### src/sv/nnu_pkg.sv
// Shared types, constants and codes of the nearest-neighbour image upscaler.
package nnu_pkg;

  // Largest scaled dimension and largest enlargement order.
  localparam int DIM_MAX   = 256;
  localparam int ORDER_MAX = 4;

  // Fixed widths of the source image and the frame store.
  localparam int PIX_W   = 8;
  localparam int ADDR_W  = 16;
  localparam int STORE_DEPTH = 65536;
  localparam int SCALE_W = 3;
  localparam int DIM_W   = $clog2(DIM_MAX + 1);

  // Register interface.
  localparam int APB_AW = 3;
  localparam int APB_DW = 32;
  localparam logic [APB_AW-3:0] REG_SCALE_ORDER = 1'b0;
  localparam logic [SCALE_W-1:0] SCALE_ORDER_RST = 3'd1;

  typedef enum logic [1:0] {
    REQ_HEADER = 2'd0,
    REQ_LOAD   = 2'd1,
    REQ_FETCH  = 2'd2
  } req_e;

  typedef enum logic {
    S_IDLE = 1'b0,
    S_READ = 1'b1
  } state_e;

  // Commands from the controller to the datapath.
  typedef struct packed {
    logic hdr;
    logic load;
    logic rd;
    logic out_load;
  } cmd_t;

  // Status from the datapath to the controller.
  typedef struct packed {
    logic dims_zero;
  } sts_t;

endpackage

### src/sv/nnu_ctrl.sv
// Controller state machine of the upscaler: request decode and output handshake.
module nnu_ctrl (
  input  logic          clk_i,
  input  logic          rst_ni,
  input  logic          in_valid_i,
  input  logic [1:0]    req_type_i,
  output logic          in_ready_o,
  input  logic          out_ready_i,
  output logic          out_valid_o,
  input  nnu_pkg::sts_t sts_i,
  output nnu_pkg::cmd_t cmd_o
);

  nnu_pkg::state_e state_q, state_d;
  logic            out_valid_q, out_valid_d;

  always_ff @(posedge clk_i or negedge rst_ni) begin
    if (!rst_ni) begin
      state_q     <= nnu_pkg::S_IDLE;
      out_valid_q <= 1'b0;
    end else begin
      state_q     <= state_d;
      out_valid_q <= out_valid_d;
    end
  end

  always_comb begin
    state_d    = state_q;
    cmd_o      = '0;
    in_ready_o = 1'b0;
    case (state_q)
      nnu_pkg::S_IDLE: begin
        in_ready_o = 1'b1;
        if (in_valid_i) begin
          case (nnu_pkg::req_e'(req_type_i))
            nnu_pkg::REQ_HEADER: cmd_o.hdr = 1'b1;
            nnu_pkg::REQ_LOAD:   cmd_o.load = 1'b1;
            nnu_pkg::REQ_FETCH: begin
              // With an empty scaled image a fetch is taken and dropped.
              if (!sts_i.dims_zero) begin
                cmd_o.rd = 1'b1;
                state_d  = nnu_pkg::S_READ;
              end
            end
            default: ;
          endcase
        end
      end
      nnu_pkg::S_READ: begin
        // The store's read data holds until the output register is free.
        if (!out_valid_q || out_ready_i) begin
          cmd_o.out_load = 1'b1;
          state_d        = nnu_pkg::S_IDLE;
        end
      end
      default: state_d = nnu_pkg::S_IDLE;
    endcase
  end

  always_comb begin
    if (cmd_o.out_load) begin
      out_valid_d = 1'b1;
    end else if (out_ready_i) begin
      out_valid_d = 1'b0;
    end else begin
      out_valid_d = out_valid_q;
    end
  end

  assign out_valid_o = out_valid_q;

  a_rd_enters_read: assert property (@(posedge clk_i) disable iff (!rst_ni)
    cmd_o.rd |=> state_q == nnu_pkg::S_READ)
    else $error("fetch read did not enter the read state");

  a_no_overwrite: assert property (@(posedge clk_i) disable iff (!rst_ni)
    cmd_o.out_load |-> (!out_valid_q || out_ready_i))
    else $error("output register loaded while holding an untaken result");

  a_stall_holds: assert property (@(posedge clk_i) disable iff (!rst_ni)
    (state_q == nnu_pkg::S_READ && out_valid_q && !out_ready_i) |=>
      (state_q == nnu_pkg::S_READ && out_valid_q))
    else $error("pending fetch left the read state during a stall");

  a_no_empty_read: assert property (@(posedge clk_i) disable iff (!rst_ni)
    !(cmd_o.rd && sts_i.dims_zero))
    else $error("frame store read for an empty scaled image");

endmodule

### config.mk
export PLATFORM = sky130hd
export DESIGN_NAME = nnu_ctrl
export DESIGN_NICKNAME = d
export VERILOG_FILES = /design/src/sv/nnu_pkg.sv /design/src/sv/nnu_ctrl.sv
export SDC_FILE = /design/constraint.sdc
export NUM_CORES = 1
export LEC_CHECK = 0
export BUFFER_PORTS_ARGS = -buffer_cell sky130_fd_sc_hd__buf_2
export CAP_MARGIN = 20
export CORE_AREA = 2 2 39 41
export CTS_CLUSTER_SIZE = 12
export DETAILED_ROUTE_END_ITERATION = 10
export DIE_AREA = 0 0 41 43
export GPL_ROUTABILITY_DRIVEN = 0
export SLEW_MARGIN = 20
export SYNTH_ARGS = -nofsm -noshare
export SYNTH_HDL_FRONTEND = slang
export SYNTH_SLANG_ARGS = --single-unit
### constraint.sdc
create_clock -name clk_i -period 1 [get_ports clk_i]
set_input_delay 0.05 -clock clk_i [delete_from_list [all_inputs] [get_ports clk_i]]
set_output_delay 0.05 -clock clk_i [all_outputs]
set_load 0.005 [all_outputs]
==> results of run 1 <==
flip-flops by register name, indices dropped and copies added, names as in the netlist:
register and count:
state_q 1, out_valid_o 1
what timing repair did:
item | in CTS | in global routing
endpoints found under the setup margin | 4 | 3
setup buffers | 2 | 0
pin swaps | 2 | 0
hold endpoints to repair | 2 | 0
hold buffers | 1 | 0
gates resized for setup | 2 | 0
cell families (layout without fill, tap and decap cells):
| logic type | after synthesis | after routing | share of synthesized area [%] |
|---|---|---|---|
| simple gates | 8 | 8 | 39.2 |
| flops | 2 | 2 | 41.2 |
| buf+inv | 2 | 19 | 9.28 |
| compound gates | 1 | 1 | 10.3 |
cells in the final DEF, fill, tap and decap left out, drive strengths merged:
cell type    instances
or3b                 1
nor3                 1
o22ai                1
dfrtp                2
buf                 14
clkbuf               3
nand2b               2
dlygate4sd3          1
nand2                1
and2                 1
nor3b                1
nor2                 1
inv                  1
power breakdown:
group	switching [W]	leakage, nW	internal (W)
Sequential	0.00000189	0.0272	0.0000854
Combinational	0.0000215	0.0932	0.0000321
Clock	0.0000438	0.0138	0.000132
Total	0.0000672	0.134	0.000250
cell type report:
cell class / instances / area (µm²)
Multi-Input combinational cell: 9 / 72.6
Clock buffer: 3 / 22.5
Timing Repair Buffer: 15 / 85.1
Inverter: 1 / 3.75
Fill cell: 163 / 1130
Sequential cell: 2 / 50.0
Tap cell: 16 / 20.0
metal layers:
| layer | up-vias | part of all wire, % | GRT usage, % | routed length, µm |
|---|---|---|---|---|
| li1 | 76 | - | - | - |
| met1 | 71 | 27 | 2.24 | 93 |
| met2 | 6 | 64 | 7.81 | 217 |
| met3 | 0 | 8.6 | 1.57 | 29 |
| met4 | 0 | 0 | 10.0 | 0 |
| met5 | - | 0 | 0 | 0 |
per-stage QoR:
step | utilization (%) | TNS, ns | worst slack (ns)
after floorplan | - | 0 | 0.165
after global placement | 14.0 | 0 | 0.0415
after detailed placement | 14.0 | 0 | 0.0456
after CTS | 18.4 | -0.148 | -0.0802
after global routing | 18.4 | -0.282 | -0.124
final | 18.4 | -0.110 | -0.0586
final timing paths:
check,startpoint,end,slack (ns)
max,state_q,cmd_o[2],-0.06
min,rst_ni,out_valid_o,0.14
max reg2reg,state_q,state_q,0.12
min reg2reg,state_q,out_valid_o,0.51
max in group asynchronous,rst_ni,state_q,0.76
min in group clk_i,sts_i,state_q,0.15
==> flow_summary_export.csv, run 1 <==
group,metric,value,unit
run_status,status,"complete, but fails checks",
run_status,violations,"negative setup slack",
detailed_routing,ant_nets,0,
setup_path,critPathArrivalTime,1.01,ns
layout,synthToLayoutAreaGrowth,109,%
floorplan,die_x,41,µm
clock_tree,clkSinkCount,2,
sta,whs,0.141,ns
clock_tree,insertion_delay,0.22,ns
layout,drive_above_1_share,66.7,%
global_route,grt_antenna_before_repair,0,
clock_tree,cts_buffers,3,
clock_tree,root_buffer,"clkbuf_4",
yosys,async_flop_share,100,%
pwr,power,0.000317,W
detailed_routing,routedWlPerCell,7.37,µm
setup_path,crit_path_cell_trace,"nand2b_4, nor3b_2, buf_2",
yosys,synth_area,121,µm²
layout,final_area,254,µm²
sta,setup_slack,-0.0586,ns
yosys,syn_avg_cell_area,9.34,µm²
sta,finalHoldViolations,0,
global_route,grt-ovfl-total,0,
detailed_routing,vias_per_cell,3.33,
setup_path,crit_buf_inv,1,
floorplan,die_area,1760,µm²
setup_path,path_max_fanout,4,
layout,layout.cells.non_filler,46,
detailed_routing,dr.pass1.iters,2,
floorplan,core,1380,µm²
placed_design,dp.cells,40,
placed_design,dp_hpwl,235,µm
sta,finalCritPeriodShare,106,%
sta,fmax,945,MHz
setup_path,worst_setup_path_end_kind,"output pin",
sta,worst_pin_slew,0.131,ns
clock_tree,clk_path_buf_depth,2,
clock_tree,cts_tree,"yes",
yosys,ys_types,11,
yosys,synth.area.top_cells,"dfrtp_1 41%, nand2b_1 10%, o22ai_2 10%",
global_route,grt_pass1_vias,163,
yosys,yosysWarnings,0,
yosys,synth_edf_count,0,
yosys,ys_top_cells_by_count,"2 x dfrtp_1, 2 x nand2b_1",
floorplan,fp.dieH,43,µm
detailed_routing,dr_total_vias,153,
yosys,seq_area_frac_synth,41.2,%
sta,clock_skew,0.00171,ns
detailed_routing,first_iter_violations,1,
global_route,grt_pass1_wl,489,µm
yosys,synth_top_area_share,41.2,%
yosys,synth-seq-cells,2,
floorplan,initial_core_util,8.77,%
pwr,power.density,1250,nW/µm²
global_route,grt_usage,5.01,%
sta,drv_slew,0,
setup_path,critPathSlowestCell,"dfrtp_1",
layout,n_antenna_cell,0,
sta,finalCriticalPeriod,1.06,ns
placed_design,dpl_cell_area,194,µm²
global_route,grt_max_degree,5,
pwr,ir_drop,0.226,mV
setup_path,start_kind,"flip-flop",
clock_tree,ctsHtreeMaxLevel,1,
yosys,synth_area_leader_cell,"dfrtp_1",
detailed_routing,routed_wl,339,µm
floorplan,pin_count,13,
yosys,syn-num-nets,20,
placed_design,io_buffer_count,12,
sta,slew_headroom,91.2,%
setup_path,setup.worst_path.class,"reg -> out",
floorplan,rows,14,
setup_path,crit_family,"flip-flops",
pwr,p_leak,0.134,nW
hold_path,hold_class,"in -> async",
yosys,synth-main-ff-cell,"dfrtp_1",
detailed_routing,drc,0,
setup_path,crit_cells,3,
setup_path,worstPathRequired,0.95,ns
layout,nets,39,
setup_path,reg2reg_depth,3,
sta,setup_violations,2,
setup_path,cp_slowest_stage_delay,0.37,ns
yosys,syn_inst,13,
run,maxCapViolations,0,
clock_tree,clk_pin_slew,0.03,ns
sta,rsz0062_at_grt,"yes",
No activity file was read; power rests on OpenSTA's default activity.
==> run 2: changes to the inputs <==
- clock period: 1 -> 1.3 ns (I/O delays scaled with it)
==> run 2 against run 1 <==
  * The flow now finishes without violations
  * Sequential share of layout area increased by 1.9 points
  * Largest power group unchanged
  * Sequential power fell by 23%
  * Non-clock buffer count shrank 2
  * Die area did not move
==> flow_summary_export.csv, run 2 (synthesis gave the netlist of run 1 again) <==
group,metric,value,unit
run_status,status,"completed",
clock_tree,clk_pin_slew,0.03,ns
layout,synthToLayoutAreaGrowth,90.7,%
layout,drive_above_1_share,60.7,%
detailed_routing,routed_wl,332,µm
detailed_routing,dr_total_vias,142,
sta,drv_slew,0,
setup_path,crit_buf_inv,1,
sta,worst_pin_slew,0.201,ns
clock_tree,clk_path_buf_depth,2,
detailed_routing,highest_layer,"met3",
pwr,power.density,1020,nW/µm²
setup_path,start_kind,"flip-flop",
floorplan,initial_core_util,8.77,%
clock_tree,cts_buffers,3,
setup_path,r2r_slack,0.45,ns
layout,regArea,50.0,µm²
floorplan,die_area,1760,µm²
setup_path,critPathLaunch,"state_q",
setup_path,worstPathRequired,1.24,ns
setup_path,path_max_fanout,4,
floorplan,rows,14,
global_route,grt_antenna_before_repair,0,
global_route,grt_max_degree,5,
layout,final_area,231,µm²
setup_path,critPathArrivalTime,1.12,ns
sta,rsz0062_at_grt,"no",
global_route,grt_pass1_vias,144,
detailed_routing,met3_length,29,µm
sta,finalCriticalPeriod,1.18,ns
sta,finalHoldViolations,0,
clock_tree,cts_tree,"yes",
sta,slew_headroom,86.6,%
layout,most-common-layout-cells,"12 x buf_2, 3 x clkbuf_4, 2 x nand2b_1, 2 x dfrtp_1",
detailed_routing,vias_per_cell,3.23,
global_route,grt_usage,4.71,%
sta,fin_tns_setup,0,ns
detailed_routing,wl_met1,100,µm
setup_path,r2r_start,"state_q",
clock_tree,clkSinkCount,2,
setup_path,crit_family,"simple AND/OR/NAND/NOR gates",
detailed_routing,wl_met2,201,µm
placed_design,dp_hpwl,235,µm
clock_tree,root_buffer,"clkbuf_4",
pwr,ir_drop,0.174,mV
floorplan,core,1380,µm²
global_route,grt-ovfl-total,0,
hold_path,hold_class,"in -> async",
layout,nFillCells,164,
setup_path,rr_endpoint,"state_q",
detailed_routing,dr.pass1.iters,1,
detailed_routing,ant_nets,0,
setup_path,reg2reg_depth,2,
placed_design,dpl_cell_area,194,µm²
placed_design,io_buffer_count,12,
global_route,grt_pass1_wl,448,µm
clock_tree,insertion_delay,0.22,ns
setup_path,setup.worst_path.class,"reg -> out",
sta,setup_violations,0,
layout,final_common_cell,"buf_2",
clock_tree,ctsHtreeMaxLevel,1,
floorplan,pin_count,13,
floorplan,die_x,41,µm
setup_path,cp_slowest_stage_delay,0.36,ns
setup_path,worstSetupEndpoint,"cmd_o[2]",
sta,finalCritPeriodShare,90.9,%
setup_path,crit_path_cell_trace,"nand2b_1, nor3b_2, buf_2",
detailed_routing,routedWlPerCell,7.55,µm
layout,nets,37,
floorplan,fp.dieH,43,µm
sta,fmax,846,MHz
setup_path,crit_cells,3,
sta,whs,0.156,ns
detailed_routing,first_iter_violations,0,
layout,n_antenna_cell,0,
run,maxCapViolations,0,
layout,multiInputGateArea,65.1,µm²
sta,clock_skew,0.00203,ns
setup_path,critPathSlowestCell,"dfrtp_1",
detailed_routing,drc,0,
clock_tree,cts_setup_buffers,0,
pwr,p_leak,0.124,nW
setup_path,worst_setup_path_end_kind,"output pin",
-- run 2: cell types whose count changed in the layout (fill, tap and decap cells not counted) --
cell,before,now
buf_4,2,0
nand2b_4,1,0
nand2b_1,1,2
-- run 2: what timing repair did --
action                                  in CTS  in global routing
endpoints found under the hold margin        2                  0
resized for setup                            0                  1
endpoints found under the setup margin       0                  1
hold buffers                                 1                  0
-- run 2: worst min-delay path by stage --
stage,to,slack (ns),cells after the start
floorplan,out_valid_o,-0.23,0
detailed placement,out_valid_o,-0.15,1
global route,out_valid_o,0.18,2
finish,out_valid_o,0.16,2
global placement,out_valid_o,-0.15,1
CTS,out_valid_o,0.15,2
-- run 2: report_power, final --
part	switching (W)	internal (W)
clock	0.0000332	0.000102
sequential	0.00000138	0.0000657
combinational	0.0000151	0.0000191
-- run 2: area by class of cell --
class / count / share of cell area (%)
inverter: 1 / 1.62
clock buffer: 3 / 9.73
sequential: 2 / 21.6
multi-input combinational: 9 / 28.1
tap: 16 / 8.65
timing repair buffer: 13 / 30.3
-- run 2: per-stage QoR --
| stage | util, % | cells | power (W) | setup slack, ns |
|---|---|---|---|---|
| global placement | 14.0 | 40 | 0.0000980 | 0.327 |
| global route | 16.7 | 44 | 0.000259 | 0.0421 |
| detailed placement | 14.0 | 40 | 0.0000987 | 0.331 |
| CTS | 16.4 | 44 | 0.000245 | 0.0889 |
| finish | 16.7 | 44 | 0.000236 | 0.118 |
| floorplan | - | 13 | 0.0000815 | 0.450 |
-- run 2: layer usage --
metal / global-route usage [%] / vias to the layer above
li1: - / 72
met1: 2.24 / 64
met2: 6.88 / 6
met3: 1.57 / 0
met4: 10.0 / 0
met5: 0 / -
